### src/rtl/i2a_pkg.sv
// Package for the integer-to-ASCII formatter: constants, base codes,
// controller/datapath command and status structs, and the BCD adjust step.
// No dependencies.
package i2a_pkg;

  localparam int unsigned MAX_PRECISION = 32;
  localparam int unsigned VALUE_WIDTH   = 64;
  localparam int unsigned PREC_W        = 6;

  // Digit buffer: enough nibbles for 22 octal digits, 20 BCD digits or 16 hex digits.
  localparam int unsigned NUM_DIGITS = 22;
  localparam int unsigned DIG_W      = 4 * NUM_DIGITS;
  localparam int unsigned SZ_W       = 5;
  localparam int unsigned BCD_DIGITS = 20;
  localparam int unsigned BCD_W      = 4 * BCD_DIGITS;
  localparam int unsigned OCT_W      = 3 * NUM_DIGITS;
  localparam int unsigned HEX_DIGITS = VALUE_WIDTH / 4;

  // Two value bits enter the BCD register per conversion cycle.
  localparam int unsigned CONV_BITS  = 2;
  localparam int unsigned CONV_STEPS = VALUE_WIDTH / CONV_BITS;
  localparam int unsigned CNT_W      = $clog2(CONV_STEPS);

  localparam int unsigned IN_DATA_W  = 80;
  localparam int unsigned OUT_DATA_W = 8;

  localparam logic [1:0] BASE_OCT = 2'd0;
  localparam logic [1:0] BASE_DEC = 2'd1;
  localparam logic [1:0] BASE_HEX = 2'd2;

  localparam logic [7:0] CH_ZERO    = 8'd48;
  localparam logic [7:0] CH_MINUS   = 8'd45;
  localparam logic [7:0] CH_PLUS    = 8'd43;
  localparam logic [7:0] CH_SPACE   = 8'd32;
  localparam logic [7:0] CH_X_LOWER = 8'd120;
  localparam logic [7:0] CH_X_UPPER = 8'd88;
  localparam logic [7:0] HEX_OFF_UP = 8'd7;
  localparam logic [7:0] HEX_OFF_LO = 8'd39;

  typedef struct packed {
    logic load;
    logic conv;
    logic scan;
    logic plan;
    logic emit;
  } i2a_cmd_t;

  typedef struct packed {
    logic is_dec;
    logic conv_last;
    logic scan_done;
    logic empty;
    logic out_free;
    logic emit_last;
  } i2a_status_t;

  // One double-dabble step: adjust every BCD digit, then shift in one bit.
  function automatic logic [BCD_W-1:0] dabble_step(input logic [BCD_W-1:0] bcd,
                                                   input logic in_bit);
    logic [BCD_W-1:0] adj;
    adj = bcd;
    for (int i = 0; i < BCD_DIGITS; i++) begin
      if (adj[4*i +: 4] >= 4'd5) begin
        adj[4*i +: 4] = adj[4*i +: 4] + 4'd3;
      end
    end
    return {adj[BCD_W-2:0], in_bit};
  endfunction

endpackage

### src/rtl/i2a_ctrl.sv
// Controller of the integer-to-ASCII formatter: one-hot sequencer that
// steps the datapath through conversion, digit scan, planning and output.
// Depends on i2a_pkg.
module i2a_ctrl
  import i2a_pkg::*;
(
  input  logic        clk_i,
  input  logic        rst_ni,
  input  logic        in_valid_i,
  output logic        in_ready_o,
  input  i2a_status_t status_i,
  output i2a_cmd_t    cmd_o
);

  typedef enum logic [4:0] {
    ST_IDLE = 5'b00001,
    ST_CONV = 5'b00010,
    ST_SCAN = 5'b00100,
    ST_PLAN = 5'b01000,
    ST_EMIT = 5'b10000
  } state_e;

  state_e state_q, state_d;

  assign in_ready_o = (state_q == ST_IDLE);

  always_comb begin
    state_d = state_q;
    cmd_o   = '0;
    case (state_q)
      ST_IDLE: begin
        if (in_valid_i) begin
          cmd_o.load = 1'b1;
          state_d    = ST_CONV;
        end
      end
      ST_CONV: begin
        // Octal and hex digits are already in place after the request is taken.
        cmd_o.conv = status_i.is_dec;
        if (!status_i.is_dec || status_i.conv_last) begin
          state_d = ST_SCAN;
        end
      end
      ST_SCAN: begin
        if (status_i.scan_done) begin
          state_d = ST_PLAN;
        end else begin
          cmd_o.scan = 1'b1;
        end
      end
      ST_PLAN: begin
        cmd_o.plan = 1'b1;
        state_d    = ST_EMIT;
      end
      ST_EMIT: begin
        if (status_i.empty) begin
          state_d = ST_IDLE;
        end else if (status_i.out_free) begin
          cmd_o.emit = 1'b1;
          if (status_i.emit_last) begin
            state_d = ST_IDLE;
          end
        end
      end
      default: begin
        state_d = ST_IDLE;
      end
    endcase
  end

  always_ff @(posedge clk_i or negedge rst_ni) begin
    if (!rst_ni) begin
      state_q <= ST_IDLE;
    end else begin
      state_q <= state_d;
    end
  end

endmodule

### src/rtl/i2a_datapath.sv
// Datapath of the integer-to-ASCII formatter: request registers, digit
// buffer with BCD conversion, leading-zero scan, character select and
// the output register. Depends on i2a_pkg.
module i2a_datapath
  import i2a_pkg::*;
(
  input  logic                  clk_i,
  input  logic                  rst_ni,
  input  i2a_cmd_t              cmd_i,
  output i2a_status_t           status_o,
  input  logic [VALUE_WIDTH-1:0] value_i,
  input  logic                  is_negative_i,
  input  logic [1:0]            base_select_i,
  input  logic                  show_plus_i,
  input  logic                  show_space_i,
  input  logic                  alternate_form_i,
  input  logic                  uppercase_i,
  input  logic                  has_precision_i,
  input  logic [PREC_W-1:0]     precision_i,
  output logic                  out_valid_o,
  input  logic                  out_ready_i,
  output logic [7:0]            out_char_o,
  output logic                  out_last_o
);

  logic                   is_dec_q, is_oct_q, upper_q, sign_q, special_q;
  logic [7:0]             sign_char_q;
  logic [1:0]             pfx_q;
  logic [PREC_W-1:0]      wadj_q;
  logic [VALUE_WIDTH-1:0] val_q;
  logic [DIG_W-1:0]       dig_q;
  logic [SZ_W-1:0]        sz_q;
  logic [CNT_W-1:0]       cnt_q;
  logic [PREC_W-1:0]      b1_q, b2_q, b3_q, tot_q, k_q;
  logic                   out_valid_q;
  logic [7:0]             out_char_q;
  logic                   out_last_q;

  // Request decode.
  logic [PREC_W-1:0]  wsat, wadj;
  logic               in_oct, in_hex, in_sign, in_special;
  logic [1:0]         in_pfx;
  logic [DIG_W-1:0]   dig_load;
  logic [OCT_W-1:0]   oct_ext;

  always_comb begin
    in_oct  = (base_select_i == BASE_OCT);
    in_hex  = (base_select_i != BASE_OCT) && (base_select_i != BASE_DEC);
    in_sign = is_negative_i | show_space_i | show_plus_i;
    if (!has_precision_i) begin
      wsat = PREC_W'(1);
    end else if (precision_i > PREC_W'(MAX_PRECISION)) begin
      wsat = PREC_W'(MAX_PRECISION);
    end else begin
      wsat = precision_i;
    end
    in_special = has_precision_i && (wsat == '0) && (value_i == '0);
    wadj   = wsat;
    in_pfx = 2'd0;
    if (alternate_form_i && in_oct) begin
      in_pfx = 2'd1;
      if (wsat != '0) begin
        wadj = wsat - PREC_W'(1);
      end
    end else if (alternate_form_i && in_hex && !in_special) begin
      in_pfx = 2'd2;
      wadj   = (wsat > PREC_W'(1)) ? wsat - PREC_W'(2) : '0;
    end
    oct_ext  = OCT_W'(value_i);
    dig_load = '0;
    if (in_oct) begin
      for (int i = 0; i < NUM_DIGITS; i++) begin
        dig_load[4*i +: 4] = {1'b0, oct_ext[3*i +: 3]};
      end
    end else if (in_hex) begin
      dig_load[VALUE_WIDTH-1:0] = value_i;
    end
  end

  // Two dabble steps per cycle.
  logic [BCD_W-1:0] bcd_step1, bcd_step2;
  always_comb begin
    bcd_step1 = dabble_step(dig_q[BCD_W-1:0], val_q[VALUE_WIDTH-1]);
    bcd_step2 = dabble_step(bcd_step1, val_q[VALUE_WIDTH-2]);
  end

  // Output plan.
  logic [SZ_W-1:0]   sz_eff;
  logic [PREC_W-1:0] pad, b1, b2, b3;
  always_comb begin
    sz_eff = special_q ? '0 : sz_q;
    pad    = (wadj_q > PREC_W'(sz_eff)) ? wadj_q - PREC_W'(sz_eff) : '0;
    b1     = PREC_W'(sign_q);
    b2     = b1 + PREC_W'(pfx_q);
    b3     = b2 + pad;
  end

  // Character select.
  logic [3:0] top_dig;
  logic [7:0] dig_char, chr;
  logic       is_digit;
  always_comb begin
    top_dig  = dig_q[DIG_W-1 -: 4];
    dig_char = CH_ZERO + 8'(top_dig);
    if (!is_oct_q && !is_dec_q && (top_dig > 4'd9)) begin
      dig_char = dig_char + (upper_q ? HEX_OFF_UP : HEX_OFF_LO);
    end
    is_digit = 1'b0;
    if (k_q < b1_q) begin
      chr = sign_char_q;
    end else if (k_q < b2_q) begin
      chr = (k_q == b1_q) ? CH_ZERO : (upper_q ? CH_X_UPPER : CH_X_LOWER);
    end else if (k_q < b3_q) begin
      chr = CH_ZERO;
    end else begin
      chr      = dig_char;
      is_digit = 1'b1;
    end
  end

  logic last_char;
  assign last_char = ((k_q + PREC_W'(1)) == tot_q);

  always_comb begin
    status_o.is_dec    = is_dec_q;
    status_o.conv_last = (cnt_q == '0);
    status_o.scan_done = (sz_q == SZ_W'(1)) || (top_dig != 4'd0);
    status_o.empty     = (tot_q == '0);
    status_o.out_free  = !out_valid_q || out_ready_i;
    status_o.emit_last = last_char;
  end

  always_ff @(posedge clk_i) begin
    if (cmd_i.load) begin
      is_dec_q  <= (base_select_i == BASE_DEC);
      is_oct_q  <= in_oct;
      upper_q   <= uppercase_i;
      sign_q    <= in_sign;
      special_q <= in_special;
      pfx_q     <= in_pfx;
      wadj_q    <= wadj;
      val_q     <= value_i;
      dig_q     <= dig_load;
      sz_q      <= SZ_W'(NUM_DIGITS);
      cnt_q     <= CNT_W'(CONV_STEPS - 1);
      if (is_negative_i) begin
        sign_char_q <= CH_MINUS;
      end else if (show_space_i) begin
        sign_char_q <= CH_SPACE;
      end else begin
        sign_char_q <= CH_PLUS;
      end
    end
    if (cmd_i.conv) begin
      dig_q <= DIG_W'(bcd_step2);
      val_q <= {val_q[VALUE_WIDTH-CONV_BITS-1:0], CONV_BITS'(0)};
      cnt_q <= cnt_q - CNT_W'(1);
    end
    if (cmd_i.scan) begin
      dig_q <= {dig_q[DIG_W-5:0], 4'd0};
      sz_q  <= sz_q - SZ_W'(1);
    end
    if (cmd_i.plan) begin
      b1_q  <= b1;
      b2_q  <= b2;
      b3_q  <= b3;
      tot_q <= b3 + PREC_W'(sz_eff);
      k_q   <= '0;
    end
    if (cmd_i.emit) begin
      k_q        <= k_q + PREC_W'(1);
      out_char_q <= chr;
      out_last_q <= last_char;
      if (is_digit) begin
        dig_q <= {dig_q[DIG_W-5:0], 4'd0};
      end
    end
  end

  always_ff @(posedge clk_i or negedge rst_ni) begin
    if (!rst_ni) begin
      out_valid_q <= 1'b0;
    end else if (cmd_i.emit) begin
      out_valid_q <= 1'b1;
    end else if (out_ready_i) begin
      out_valid_q <= 1'b0;
    end
  end

  assign out_valid_o = out_valid_q;
  assign out_char_o  = out_char_q;
  assign out_last_o  = out_last_q;

endmodule

### src/rtl/integer_to_ascii_formatter_top.sv
// Channel   Dir  Signals                         Contents
// request   in   s_axis_tvalid/tready/tdata/tuser  number and conversion flags
// character out  m_axis_tvalid/tready/tdata/tlast  one ASCII character per beat
//
// A request is taken and converted (octal and hex digits load directly; decimal shifts
// two bits per cycle through the BCD shift register), leading zeros are scanned off,
// the output is planned, then one character leaves per unstalled cycle (at most 33).
// The next request is taken once the last character has entered the output register.
// Reset is asynchronous and active low; it empties the output register.
// A stalled output holds the character and pauses the sequencer.
// Top level of the integer-to-ASCII formatter; depends on i2a_pkg, i2a_ctrl
// and i2a_datapath.
module integer_to_ascii_formatter_top
  import i2a_pkg::*;
(
  input  logic                  clk_i,
  input  logic                  rst_ni,
  input  logic                  s_axis_tvalid,
  output logic                  s_axis_tready,
  // [63:0] value, [64] is_negative, [65] show_plus, [66] show_space,
  // [67] alternate_form, [68] uppercase, [69] has_precision, [75:70] precision,
  // [79:76] zero
  input  logic [IN_DATA_W-1:0]  s_axis_tdata,
  // [1:0] base_select
  input  logic [1:0]            s_axis_tuser,
  output logic                  m_axis_tvalid,
  input  logic                  m_axis_tready,
  // [7:0] out_char
  output logic [OUT_DATA_W-1:0] m_axis_tdata,
  output logic                  m_axis_tlast
);

  i2a_cmd_t    cmd;
  i2a_status_t status;

  i2a_ctrl u_ctrl (
    .clk_i      (clk_i),
    .rst_ni     (rst_ni),
    .in_valid_i (s_axis_tvalid),
    .in_ready_o (s_axis_tready),
    .status_i   (status),
    .cmd_o      (cmd)
  );

  i2a_datapath u_datapath (
    .clk_i            (clk_i),
    .rst_ni           (rst_ni),
    .cmd_i            (cmd),
    .status_o         (status),
    .value_i          (s_axis_tdata[VALUE_WIDTH-1:0]),
    .is_negative_i    (s_axis_tdata[VALUE_WIDTH]),
    .base_select_i    (s_axis_tuser),
    .show_plus_i      (s_axis_tdata[VALUE_WIDTH+1]),
    .show_space_i     (s_axis_tdata[VALUE_WIDTH+2]),
    .alternate_form_i (s_axis_tdata[VALUE_WIDTH+3]),
    .uppercase_i      (s_axis_tdata[VALUE_WIDTH+4]),
    .has_precision_i  (s_axis_tdata[VALUE_WIDTH+5]),
    .precision_i      (s_axis_tdata[VALUE_WIDTH+6 +: PREC_W]),
    .out_valid_o      (m_axis_tvalid),
    .out_ready_i      (m_axis_tready),
    .out_char_o       (m_axis_tdata),
    .out_last_o       (m_axis_tlast)
  );

endmodule

### config.mk
export PLATFORM = sky130hd
export DESIGN_NAME = integer_to_ascii_formatter_top
export DESIGN_NICKNAME = d
export VERILOG_FILES = /design/src/rtl/i2a_pkg.sv /design/src/rtl/i2a_ctrl.sv /design/src/rtl/i2a_datapath.sv /design/src/rtl/integer_to_ascii_formatter_top.sv
export SDC_FILE = /design/constraint.sdc
export NUM_CORES = 1
export LEC_CHECK = 0
export BUFFER_PORTS_ARGS = -buffer_cell sky130_fd_sc_hd__buf_2
export CORE_AREA = 2 2 161 163
export CTS_BUF_LIST = sky130_fd_sc_hd__clkbuf_4 sky130_fd_sc_hd__clkbuf_8 sky130_fd_sc_hd__clkbuf_16
export CTS_CLUSTER_DIAMETER = 40
export CTS_CLUSTER_SIZE = 16
export DETAILED_ROUTE_END_ITERATION = 16
export DIE_AREA = 0 0 163 165
export HOLD_SLACK_MARGIN = 0.12
export PLACE_DENSITY = 0.8
export SLEW_MARGIN = 20
export SYNTH_ARGS = -nofsm -noshare
export SYNTH_HDL_FRONTEND = slang
export SYNTH_SLANG_ARGS = --single-unit
export TNS_END_PERCENT = 5
### constraint.sdc
create_clock -name clk_i -period 4.5 [get_ports clk_i]
set_input_delay 0.9 -clock clk_i [delete_from_list [all_inputs] [get_ports clk_i]]
set_output_delay 0.9 -clock clk_i [all_outputs]
set_load 0.03 [all_outputs]
---- After elaboration in Yosys (flattened, before gate mapping) ----
Index checks and enable logic that the tools add are counted.
word-level totals
  bits of input ports ..................... 86
  bits in registers ....................... 223
cells by class
  bitwise gates (word level) .............. 2
  $add $sub $neg .......................... 51
  muxes and demuxes ....................... 94
  eq/ne operators ......................... 15
  reductions and logical operators ........ 28
  magnitude comparators ................... 47
operators by type and width
  operator                                                               number
  88-bit 2-to-1 mux                                                      5
  64-bit 2-to-1 mux                                                      4
  4-bit by 3-bit >= comparator with 1-bit output, second input constant  40
  4-bit 2-to-1 mux                                                       39
  4-bit by 2-bit adder with 4-bit output, second input constant          38
  6-bit 2-to-1 mux                                                       11
  64-bit logical NOT                                                     1
  5-bit 2-to-1 mux                                                       11
  8-bit 2-to-1 mux                                                       5
  5-bit one-hot mux with 5 select lines                                  1
  21-bit 2-to-1 mux                                                      1
  1-bit 2-to-1 mux                                                       14
  6-bit logical NOT                                                      2
  6-bit < comparator                                                     2
  5-bit by 1-bit == test with 1-bit output, second input constant        2
  2-bit nonzero test                                                     5
  5-bit by 1-bit subtractor with 5-bit output, second input constant     2
  8-bit adder                                                            1
  1-bit logical AND                                                      8
  6-bit by 4-bit adder with 7-bit output, first input constant           1
  3-bit by 2-bit adder with 3-bit output, second input constant          2
  6-bit by 1-bit adder with 6-bit output, second input constant          1
  6-bit by 5-bit adder with 6-bit output                                 1
  6-bit adder                                                            1
  30 further kinds                                                       39

---- Longest topological paths before layout ----
Gate-level depths: netlist (run 1).
  depth after elaboration ................. 10
  mapped depth ............................ 21
  mapped depth without buffers ............ 21

---- Cells and area by module ----
Synthesis (run 1) repeated with hierarchy kept, for this count alone.
unflattened totals
  cell total of the unflattened synthesis .. 1,667
  area, all modules ....................... 14,973.1 µm²
by module, submodules not included
  module        instances  seq. area each (µm²)  area an instance (µm²)  cells each
  i2a_datapath  1          5,370.2               14,642.8                1,632
  i2a_ctrl      1          126.4                 330.3                   35

---- Least setup slack after synthesis (run 1) ----
OpenSTA, ideal clock, no wires.
  kind .................................... register to register
  start point ............................. register u_datapath.sz_q[0]
  end point ............................... register u_datapath.tot_q[5], data pin
  clock period less this slack ............ 3.737 ns
  path slack .............................. 0.763 ns
  arrival time ............................ 3.479 ns
  required time ........................... 4.242 ns
  stages on the path, launching flop included .. 22
  cells stage by stage .................... edfxtp_1 -> inv_1 -> nor2_1 -> ha_1 -> inv_1 -> fa_1 -> nand3_1 -> nand2_1 -> a21oi_1 -> a31o_2 -> nor2b_1 -> nor2_1 -> ha_1 -> inv_1 -> fa_1 -> inv_1 -> ha_1 -> a21o_1 -> a21oi_1 -> o21bai_1 -> a21oi_1 -> xnor2_1
between the ends
  cells in the longest elaborated chain, start to end .. 5
  elaborated cells between the ends (all ways) .. 6
RTL lines
  what                                                                                                                            line                 RTL
  start: declaration                                                                                                              i2a_datapath.sv:32   logic [SZ_W-1:0] sz_q;
  start signal: assignment                                                                                                        i2a_datapath.sv:144  sz_q <= SZ_W'(NUM_DIGITS);
  start signal: assignment                                                                                                        i2a_datapath.sv:161  sz_q <= sz_q - SZ_W'(1);
  5-bit 2-to-1 mux (*)                                                                                                            i2a_datapath.sv:91   sz_eff = special_q ? '0 : sz_q;
  6-bit by 5-bit subtractor with 6-bit output / 6-bit by 5-bit greater-than comparator with 1-bit output (equally long branches)  i2a_datapath.sv:92   pad = (wadj_q > PREC_W'(sz_eff)) ? wadj_q - PREC_W'(sz_eff) : '0;
  6-bit 2-to-1 mux (*)                                                                                                            i2a_datapath.sv:92
  6-bit adder (*)                                                                                                                 i2a_datapath.sv:95   b3 = b2 + pad;
  via u_datapath.b3[1]                                                                                                            i2a_datapath.sv:89   logic [PREC_W-1:0] pad, b1, b2, b3;
  6-bit by 5-bit adder with 6-bit output (*)                                                                                      i2a_datapath.sv:167  tot_q <= b3 + PREC_W'(sz_eff);
  end signal: assignment                                                                                                          i2a_datapath.sv:167
  end: declaration                                                                                                                i2a_datapath.sv:34   logic [PREC_W-1:0] b1_q, b2_q, b3_q, tot_q, k_q;
The timed path passes the listed nets; every way through them passes the cells marked *.
A chain may end at the register's enable or synchronous reset.

---- Final worst setup path (run 1) ----
Ends and elaborated chain as after synthesis.

==> summary.txt, run 1 <==
Worst setup path
  – Critical path buffers and inverters: 4
  – CP arrival: 4.36 ns
  – CP Max Fanout: 5
  – Reg2reg start: u_datapath.sz_q[0]
  – Reg2reg end: u_datapath.tot_q[5]
  – Critical path's top delay family: adder cells
  – Worst EP required: 4.76 ns
  – R2r setup slk: 0.41 ns
  – Kind of critical path: flop to flop
  – Critical Path Max Stage Delay: 0.41 ns
  – CP Launch Type: flop
  – Crit path from: u_datapath.sz_q[0]
  – Levels on crit path: 21
  – Critical path's slowest cell: fa_1
  – Register-to-Register Path Depth: 21
  – Critical Path Sink: u_datapath.tot_q[5]
  – Most used cell, CP: inv_1
  – Crit path capture type: flop
  – Cells along the critical path: inv_1, nor2_1, ha_1, inv_1, fa_1, nand3_1, nand2_1, a21oi_1, a31o_2, nor2b_2, nor2_1, ha_1, inv_1, fa_1, inv_1, ha_1, a21o_1, a21oi_1, o21bai_1, a21oi_1, xnor2_1

Power
  – Cell Pwr Density: 864 mW/mm^2
  – IR drop worst, VDD: 0.459 mV
  – P_leak: 7.01 nW
  – Power, Total: 0.0146 W

Logic synthesis
  – Synthesized area: 0.0149 mm^2
  – Adder-cell share of the synthesized area: 10.0%
  – Share of the synthesized area in the top cell type: 23.7%
  – Synth Area in Compound Gates: 24.7%
  – Most common cell in the netlist: nand2_1
  – Main area contributors after synthesis: edfxtp_1, dfxtp_1, ha_1
  – YS warnings: 0
  – Primary FF master, synth: edfxtp_1
  – Synth top cells by count: nand2_1, a21oi_1, inv_1, edfxtp_1, ha_1
  – Seq/Total Area, Yosys: 36.8%
  – Syn nets: 1854
  – Mux cell area share after synthesis: 3.49%
  – Post-synthesis cell count: 1650
  – Largest family of logic cells by synthesized area: compound AO/OA/AOI/OAI gates
  – #FFs+latches synth: 214
  – Post-synth EDFFs: 118
  – Distinct cell type count of the synthesized netlist: 70
  – Post-Synth Simple-Gate Area: 15.2%
  – Syn avg cell area: 9.05 um^2
  – Synth Area in XOR/XNOR: 4.08%
  – Async SR Flop Fraction: 2.80%
  – Synth area leader: edfxtp_1

Die
  – Floorplan Core Area: 0.0250 mm^2
  – Initial Utilization: 59.7%
  – Die H: 165 um
  – Placement row count: 58
  – Die Footprint: 0.0269 mm^2
  – Die W: 163 um
  – I/O pin count: 97

GRT
  – First-pass GRT wire length: 66400 um
  – Initial antenna violation count: 1
  – Total Routing Usage GR: 31.0%
  – Number of global-route vias before repair: 12720
  – Overflow left after global routing: 0
  – Largest net degree at the start of global routing: 79

Clock network
  – Root Buffer: clkbuf_16
  – Longest Clk Path Bufs: 3
  – Clock Sinks: 214
  – Hold Buf Count CTS: 0
  – CTS tree: yes
  – Number of CTS-inserted buffers: 39
  – Worst-path clk slew: 0.06 ns
  – Post-CTS Setup Bufs: 0
  – Clk Latency, worst-skew pair: 0.54 ns
  – H-tree Lvls: 2

Placement
  – Placed Area: 0.0156 mm^2
  – Setup WS pre-CTS: 0.378 ns
  – Port Buffers: 91
  – RePlAce Congestion: 0.919
  – HPWL Detailed: 27500 um

Timing
  – Final setup fails: 0
  – Setup tns final: 0 ns
  – Fin worst setup slack: 0.406 ns
  – Final count of pins violating max slew: 0
  – RSZ-0062 raised after global routing: no
  – Worst clock skew: 0.0316 ns
  – Max-slew headroom: 35.9%
  – Final hold vios: 0
  – Worst Tran Pin Value: 0.961 ns
  – Tcrit/Tclk final: 91.0%
  – Min Tclk post-route: 4.09 ns
  – Fmax: 244 MHz

Finish
  – Area growth, synth to finish: 13.5%
  – Nets@finish: 1914
  – Sequential Area: 0.00550 mm^2
  – Multi-input logic area: 0.00863 mm^2
  – Layout Utilization: 67.7%
  – Finished Cell Area: 0.0169 mm^2
  – Share of layout cells above drive strength 1: 11.8%
  – Filler Cells Inserted: 1945

Route
  – Total wire length: 41400 um
  – Vias per inst: 6.45
  – Drt first-iter violations: 1536
  – Antenna viol nets, final: 0
  – Routed length per instance: 20.0 um
  – Drc violations: 0
  – DR vias: 13372
  – DR pass1 iterations: 6

Min path
  – Hold Crit Class: input pin to asynchronous set/reset pin

Outcome
  – Status: finished clean

Job
  – Maximum Capacitance Violations: 0
-- cell families (layout without fill, tap and decap cells) --
family,after synthesis,in the layout
xor+xnor,68,68
flops,214,214
buf+inv,210,301
simple gates,443,443
other cells,1,2
compound gates,545,545
mux,51,51
fa+ha+maj,118,118
-- power breakdown --
group          internal [W]  switching, W  total (W)
Clock               0.00183       0.00122    0.00305
Combinational       0.00334       0.00458    0.00791
Sequential          0.00300      0.000679    0.00368
-- state kept, by name (all words and copies together) (netlist names), 6 cells and up --
name                   count
u_datapath.dig_q          88
u_datapath.out_char_o      7
u_datapath.b3_q            6
u_datapath.wadj_q          6
u_datapath.val_q          64
u_datapath.k_q             6
u_datapath.tot_q           6
-- metal layers --
layer	up-vias	GRT usage (%)	share of wire [%]
li1	6249	-	-
met1	6398	41.0	42
met2	619	50.1	46
met3	106	6.20	8.6
met4	0	12.3	3.3
met5	-	0	0
-- repair_timing --
item | 4_1_cts | 5_1_grt
gates resized for setup | 0 | 1
hold endpoints to repair | 0 | 0
setup endpoints to repair | 0 | 1
-- worst min path at each step --
stage	slack [ns]	startpoint	endpoint
4_1_cts	0.19	rst_ni	u_ctrl.state_q[2]
3_5_place_dp	0.45	u_datapath.val_q[0]	u_datapath.val_q[0]
6_report	0.20	rst_ni	u_ctrl.state_q[1]
3_3_place_gp	0.44	u_datapath.dig_q[83]	u_datapath.dig_q[83]
2_1_floorplan	0.43	u_datapath.dig_q[81]	u_datapath.dig_q[85]
5_1_grt	0.20	rst_ni	u_datapath.out_valid_o
-- layout make-up --
| class | count | area share [%] |
|---|---|---|
| Timing Repair Buffer | 107 | 3.47 |
| Tap cell | 330 | 2.44 |
| Multi-Input combinational cell | 1226 | 50.9 |
| Clock buffer | 40 | 5.91 |
| Clock inverter | 32 | 2.12 |
| Antenna cell | 1 | 0.0148 |
| Inverter | 122 | 2.72 |
| Sequential cell | 214 | 32.4 |
-- through the flow --
step,instances,hold WS [ns]
after floorplan,1650,0.425
after global placement,1999,0.441
after detailed placement,1999,0.450
after CTS,2071,0.187
after global routing,2071,0.195
final,2072,0.203
-- placed cells by master, fill, tap and decap left out, types with 23 or more instances in the layout --
cell / netlist / routed
a21boi_0: 23 / 23
a21o_1: 23 / 23
a21oi_1: 125 / 125
a221oi_1: 36 / 36
a22o_1: 68 / 68
buf_2: 15 / 91
clkbuf_16: 0 / 40
dfxtp_1: 90 / 90
edfxtp_1: 118 / 118
ha_1: 115 / 115
inv_1: 121 / 119
mux2i_1: 43 / 43
nand2_1: 142 / 142
nand2b_1: 63 / 63
nand3_1: 30 / 30
nor2_1: 64 / 62
nor3_1: 31 / 31
nor3b_1: 28 / 28
o211ai_1: 28 / 28
o21ai_0: 100 / 100
o21ai_1: 31 / 31
xnor2_1: 56 / 56
Note: power is estimated with default switching activity, not from simulation.
==> run 2: changes to the inputs <==
CTS_CLUSTER_SIZE = 28   (was 16)
clock period = 5.25 ns   (was 4.5 ns; I/O delays follow)
==> run 2 against run 1 <==
Net effect:
- first-iteration DRC count is 5.3% lower
- routed wire length is 0.34% lower
- sequential power is 15% lower
- sequential share of layout area is 0.10 points higher
- critical endpoint unchanged
- largest cell class unchanged
==> summary.txt, run 2 (same netlist as run 1, synthesis figures left out) <==
Power
  – Sw frac: 43.8% (-0.44 points)
  – Net switching power: 0.00547 W (-16%)
  – Int Pwr: 0.00702 W (-14%)
  – Cell Pwr Density: 739 mW/mm^2 (-14%)
  – P_leak: 6.99 nW (-0.18%)
  – IR drop worst, VDD: 0.510 mV (+11%)
  – Combinational power share: 54.6% (+0.5 points)
  – Part of the power in registers: 25.2% (about the same)
  – Clk pwr share: 20.2% (-0.6 points)
  – Power, Total: 0.0125 W (-15%)

Worst setup path
  – Most used cell, CP: inv_1
  – CP Launch Type: flop
  – Kind of critical path: flop to flop
  – Register-to-Register Path Depth: 21 (unchanged)
  – Worst EP required: 5.51 ns (+0.75 ns)
  – Cells along the critical path: inv_1, nor2_1, ha_1, inv_1, fa_1, nand3_1, nand2_1, a21oi_1, a31o_2, nor2b_1, nor2_1, ha_1, inv_1, fa_1, inv_1, ha_1, a21o_1, a21oi_1, o21bai_1, a21oi_1, xnor2_1
  – Crit path capture type: flop
  – Reg2reg start: u_datapath.sz_q[0]
  – Critical path's slowest cell: fa_1
  – Critical Path Max Stage Delay: 0.40 ns (about the same)
  – Reg2reg end: u_datapath.tot_q[5]
  – CP arrival: 4.53 ns (+0.17 ns)
  – Crit path from: u_datapath.sz_q[0]
  – R2r setup slk: 0.99 ns (+0.58 ns)
  – CP Max Fanout: 5 (unchanged)
  – Critical Path Sink: u_datapath.tot_q[5]

Route
  – DR pass1 iterations: 7 (+1)
  – Antenna viol nets, final: 0 (unchanged)
  – Uppermost routed layer: met4
  – Total wire length: 41200 um (-0.34%)
  – Vias per inst: 6.46 (+0.14%)
  – Drc violations: 0 (unchanged)
  – Routed length per instance: 19.9 um (-0.29%)
  – Wire length on met2: 19000 um (+0.31%)
  – DR vias: 13384 (+0.090%)
  – Routed met1 length: 17000 um (-2.7%)
  – Routed wire length on met3: 3620 um (+1.8%)
  – Drt first-iter violations: 1454 (-5.3%)

Timing
  – Final setup fails: 0 (unchanged)
  – Setup tns final: 0 ns (unchanged)
  – Final hold vios: 0 (unchanged)
  – Worst clock skew: 0.0182 ns (-0.0134 ns)
  – Fmax: 234 MHz (-4.0%)
  – Min Tclk post-route: 4.26 ns (+0.171 ns)
  – Tcrit/Tclk final: 81.2% (-9.7 points)
  – Final count of pins violating max slew: 0 (unchanged)
  – RSZ-0062 raised after global routing: no
  – Fin worst setup slack: 0.986 ns (+0.579 ns)
  – Max-slew headroom: 33.5% (-2.4 points)
  – Worst Tran Pin Value: 0.998 ns (+0.0367 ns)

Clock network
  – Hold Buf Count CTS: 0 (unchanged)
  – CTS tree: yes
  – H-tree Lvls: 2 (unchanged)
  – Number of CTS-inserted buffers: 39 (unchanged)
  – Clk Latency, worst-skew pair: 0.52 ns (-0.02 ns)
  – Worst-path clk slew: 0.05 ns (about the same)
  – Post-CTS Setup Bufs: 0 (unchanged)
  – Longest Clk Path Bufs: 3 (unchanged)
  – Post-CTS resize count: 0 (unchanged)
  – Clock Sinks: 214 (unchanged)
  – Root Buffer: clkbuf_16

Finish
  – Filler Cells Inserted: 1944 (-0.051%)
  – Commonest non-fill, non-tap cell in the layout: nand2_1
  – Commonest non-fill, non-tap cells in the layout: nand2_1, a21oi_1, inv_1
  – Top reg by flops: u_datapath.dig_q
  – Multi-input logic area: 0.00863 mm^2 (about the same)
  – Share of layout cells above drive strength 1: 11.7% (-0.17 points)
  – Area growth, synth to finish: 13.1%
  – Nets@finish: 1913 (-0.052%)
  – Sequential Area: 0.00550 mm^2 (unchanged)
  – Max reg flops: 88 (unchanged)

Placement
  – RePlAce Congestion: 0.946 (+3.0%)
  – Port Buffers: 91 (unchanged)
  – Setup WS pre-CTS: 1.10 ns (+0.723 ns)
  – HPWL Detailed: 27600 um (+0.39%)

GRT
  – Initial antenna violation count: 1 (unchanged)
  – Number of global-route vias before repair: 12842 (+0.96%)
  – Overflow left after global routing: 0 (unchanged)
  – Total Routing Usage GR: 30.4% (-0.58 points)
  – First-pass GRT wire length: 65600 um (-1.1%)
  – Largest net degree at the start of global routing: 91 (+15%)

Die
  – Floorplan Core Area: 0.0250 mm^2 (unchanged)
  – Placement row count: 58 (unchanged)
  – Initial Utilization: 59.7% (unchanged)
  – Die W: 163 um (unchanged)
  – Die H: 165 um (unchanged)
  – I/O pin count: 97 (unchanged)
  – Die Footprint: 0.0269 mm^2 (unchanged)

Job
  – Maximum Capacitance Violations: 0 (unchanged)

Min path
  – Hold Crit Class: input pin to asynchronous set/reset pin

Outcome
  – Status: finished clean
run 2: cell count changes in the layout (fill, tap and decap cells not counted), sizes merged:
cell      before  now
buf          107  106
clkbuf        40   47
clkinvlp       5    3
inv          140  135
run 2: how the worst min path moves through the flow:
stage / from / to / slack, ns / depth (start not counted)
floorplan: u_datapath.dig_q[81] / u_datapath.dig_q[85] / 0.43 / 2
global placement: u_datapath.dig_q[83] / u_datapath.dig_q[83] / 0.44 / 2
detailed placement: u_datapath.val_q[0] / u_datapath.val_q[0] / 0.45 / 2
CTS: rst_ni / u_ctrl.state_q[4] / 0.35 / 1
global route: rst_ni / u_ctrl.state_q[3] / 0.36 / 1
finish: rst_ni / u_datapath.out_valid_o / 0.36 / 1
run 2: per-stage QoR:
| stage | area [um^2] | hold slack (ns) | util [%] | instances |
|---|---|---|---|---|
| after floorplan | 14900 | 0.425 | - | 1650 |
| after global placement | 15600 | 0.443 | 62.2 | 1998 |
| after detailed placement | 15600 | 0.455 | 62.2 | 1998 |
| after CTS | 16900 | 0.354 | 67.5 | 2070 |
| after global routing | 16900 | 0.360 | 67.5 | 2071 |
| final | 16900 | 0.359 | 67.5 | 2071 |
run 2: critical path, delay by kind of cell (launching register included):
kind                       cells  cell delay [ns]
adders and majority gates      5             1.43
buffers and inverters          4             0.34
DFF                            1             0.39
xor gates and xnor gates       1             0.09
AOI/OAI and AO/OA              6             1.02
and+or+nand+nor                5             0.73
run 2: power by group through the flow:
stage                     Clock (W)  Combinational (W)  Sequential [W]
after floorplan                   0            0.00541         0.00292
after global placement            0            0.00633         0.00312
after detailed placement          0            0.00664         0.00313
after CTS                   0.00253            0.00676         0.00312
final                       0.00252            0.00682         0.00314
after global routing        0.00261            0.00762         0.00321
run 2: routing by layer:
metal	vias up	global-route usage (%)
met4	0	12.8
met3	118	4.14
met5	-	0
met2	646	49.9
met1	6378	40.6
li1	6242	-
run 2: area by class of cell:
class | instances | area share (%)
Antenna cell | 1 | 0.0148
Clock buffer | 47 | 6.35
Clock inverter | 25 | 1.41
Inverter | 122 | 2.73
Multi-Input combinational cell | 1226 | 51.1
Sequential cell | 214 | 32.5
Tap cell | 330 | 2.44
Timing Repair Buffer | 106 | 3.44
==> run 3: changes to the inputs <==
CORE_AREA = 2 2 167 169   (was 2 2 161 163)
DIE_AREA = 0 0 169 171   (was 0 0 163 165)
PLACE_DENSITY = 0.79   (was 0.8)
clock period = 3.9 ns   (was 5.25 ns; I/O delays follow)
==> run 3 against run 2 <==
Net effect:
- utilization down 4.8 points
- largest cell class unchanged
- largest power group unchanged
- clock skew up 0.0051 ns
- via count up 0.12%
- critical path depth down 1
- critical endpoint unchanged
- critical path type unchanged
- hold slack better by 0.066 ns
- setup slack worse by 0.92 ns
- die area up 7.5%
==> summary.txt, run 3 (same netlist as run 1, synthesis figures left out) <==
Outcome
  – Status: finished clean

Worst setup path
  – CP Launch Type: flop
  – Kind of critical path: flop to flop
  – Worst EP required: 4.18 ns (-1.33 ns)
  – Critical Path Max Stage Delay: 0.46 ns (+0.06 ns)
  – Crit path capture type: flop
  – Critical path buffers and inverters: 3 (-1)
  – CP Max Fanout: 5 (unchanged)
  – CP arrival: 4.11 ns (-0.42 ns)
  – Cells along the critical path: nor2_4, ha_1, inv_1, fa_2, nand3_1, nand2_1, a21oi_2, a31o_2, nor2b_4, nand2b_4, inv_1, ha_1, a21o_1, a21oi_2, xnor2_1, ha_1, inv_1, o21bai_1, a21oi_2, xnor2_1
  – Critical path's top delay family: adder cells
  – Critical path's slowest cell: edfxtp_1

Power
  – P_leak: 7.10 nW (+1.5%)
  – Power, Total: 0.0172 W (+38%)
  – Net switching power: 0.00736 W (+35%)
  – Int Pwr: 0.00982 W (+40%)
  – IR drop worst, VDD: 0.661 mV (+30%)
  – Sw frac: 42.8% (-0.94 points)
  – Clk pwr share: 20.4% (+0.2 points)
  – Cell Pwr Density: 1000 mW/mm^2 (+36%)
  – Part of the power in registers: 24.7% (-0.5 points)
  – Combinational power share: 55.0% (+0.4 points)

Placement
  – Placed cells: 2022 (+1.2%)
  – RePlAce Congestion: 0.943 (-0.31%)
  – Port Buffers: 91 (unchanged)
  – HPWL Detailed: 28200 um (+2.1%)

Timing
  – Worst Tran Pin Value: 0.942 ns (-0.0553 ns)
  – Final setup fails: 0 (unchanged)
  – Min Tclk post-route: 3.83 ns (-0.431 ns)
  – Worst clock skew: 0.0233 ns (+0.00508 ns)
  – Max-slew headroom: 37.0% (+3.5 points)
  – Final count of pins violating max slew: 0 (unchanged)
  – Hold WS: 0.425 ns (+0.0656 ns)
  – Fmax: 261 MHz (+11%)
  – Tcrit/Tclk final: 98.3% (+17 points)
  – Final hold vios: 0 (unchanged)

GRT
  – Overflow left after global routing: 0 (unchanged)
  – Initial antenna violation count: 0 (-1)
  – Number of global-route vias before repair: 12776 (-0.51%)
  – First-pass GRT wire length: 66100 um (+0.66%)
  – Total Routing Usage GR: 28.4% (-2.0 points)
  – Largest net degree at the start of global routing: 124 (+36%)

Clock network
  – Clk Latency, worst-skew pair: 0.53 ns (about the same)
  – Clock Sinks: 214 (unchanged)
  – Longest Clk Path Bufs: 3 (unchanged)
  – Worst-path clk slew: 0.05 ns (about the same)
  – H-tree Lvls: 2 (unchanged)
  – CTS tree: yes
  – Number of CTS-inserted buffers: 37 (-5.1%)
  – Root Buffer: clkbuf_16

Route
  – Drt first-iter violations: 1377 (-5.3%)
  – Vias per inst: 6.40 (-1.0%)
  – Total wire length: 41800 um (+1.3%)
  – DR pass1 iterations: 7 (unchanged)
  – DR vias: 13400 (+0.12%)
  – Routed length per instance: 20.0 um (+0.18%)
  – Antenna viol nets, final: 0 (unchanged)
  – Drc violations: 0 (unchanged)

Finish
  – Multi-input logic area: 0.00869 mm^2 (+0.72%)
  – Share of layout cells above drive strength 1: 12.6% (+0.98 points)
  – Fin cells: 2095 (+1.2%)
  – Area growth, synth to finish: 14.7%
  – Sequential Area: 0.00550 mm^2 (unchanged)
  – Filler Cells Inserted: 2266 (+17%)
  – Top reg by flops: u_datapath.dig_q
  – Commonest non-fill, non-tap cell in the layout: nand2_1
  – Max reg flops: 88 (unchanged)
  – Commonest non-fill, non-tap cells in the layout: nand2_1, a21oi_1, inv_1, edfxtp_1, ha_1
  – Nets@finish: 1923 (+0.52%)

Job
  – Maximum Capacitance Violations: 0 (unchanged)

Die
  – Die W: 169 um (+3.7%)
  – Floorplan Core Area: 0.0273 mm^2 (+9.1%)
  – Die Footprint: 0.0289 mm^2 (+7.5%)
  – Placement row count: 61 (+5.2%)
  – Initial Utilization: 54.7% (-5.0 points)
  – I/O pin count: 97 (unchanged)
  – Die H: 171 um (+3.6%)

Min path
  – Hold Crit Class: input pin to flop
-- run 3: cell types whose count changed in the layout (fill, tap and decap cells not counted), moves of 3 or more --
cell,before,now
buf_12,1,4
inv_6,11,3
a21oi_2,0,4
clkbuf_16,40,37
bufinv_16,2,7
buf_4,14,22
a21oi_1,125,121
-- run 3: repair_timing --
| action | in CTS | in global routing |
|---|---|---|
| buffers inserted | 0 | 3 |
| endpoints found under the hold margin | 5 | 0 |
| pin swaps | 0 | 5 |
| hold buffers | 1 | 0 |
| setup endpoints to repair | 1 | 4 |
| resized for setup | 2 | 15 |
-- run 3: worst paths after layout --
check	cells past startpoint	slack (ns)	end	startpoint
setup / recovery	20	0.07	u_datapath.tot_q[5]	u_datapath.special_q
min in group asynchronous	2	0.61	u_ctrl.state_q[3]	rst_ni
hold / removal	1	0.42	u_datapath.upper_q	s_axis_tdata[68]
hold reg to reg	2	0.45	u_datapath.dig_q[83]	u_datapath.dig_q[83]
setup reg to reg	20	0.07	u_datapath.tot_q[5]	u_datapath.special_q
max in group asynchronous	2	3.07	u_ctrl.state_q[0]	rst_ni
-- run 3: metrics by stage --
step	util (%)	worst slack [ns]	instance area (um^2)	TNS, ns
2_1_floorplan	-	0.163	14900	0
3_5_place_dp	57.4	-0.0553	15700	-0.0553
6_report	62.7	0.0668	17100	0
5_1_grt	62.7	-0.115	17100	-0.142
4_1_cts	62.4	0.0147	17000	0
3_3_place_gp	57.4	0.0760	15700	0
-- run 3: routing by layer --
metal / vias up / track usage [%] / share of wire [%]
met5: - / 0 / 0
met1: 6375 / 37.2 / 42
met2: 628 / 46.4 / 46
li1: 6275 / - / -
met4: 0 / 12.3 / 3.8
met3: 122 / 4.90 / 8.6
-- run 3: layout make-up --
type | count | area share (%)
Timing Repair Buffer | 118 | 4.15
Sequential cell | 214 | 32.1
Multi-Input combinational cell | 1226 | 50.7
Inverter | 122 | 2.69
Clock buffer | 45 | 5.83
Antenna cell | 1 | 0.0146
Tap cell | 346 | 2.53
Clock inverter | 23 | 1.96
-- run 3: power by group through the flow --
| stage | sequential [W] | combinational [W] | clock, W |
|---|---|---|---|
| 6_report | 0.00424 | 0.00944 | 0.00349 |
| 5_1_grt | 0.00433 | 0.0105 | 0.00361 |
| 4_1_cts | 0.00419 | 0.00919 | 0.00351 |
| 3_5_place_dp | 0.00421 | 0.00904 | 0 |
| 3_3_place_gp | 0.00420 | 0.00866 | 0 |
| 2_1_floorplan | 0.00393 | 0.00729 | 0 |
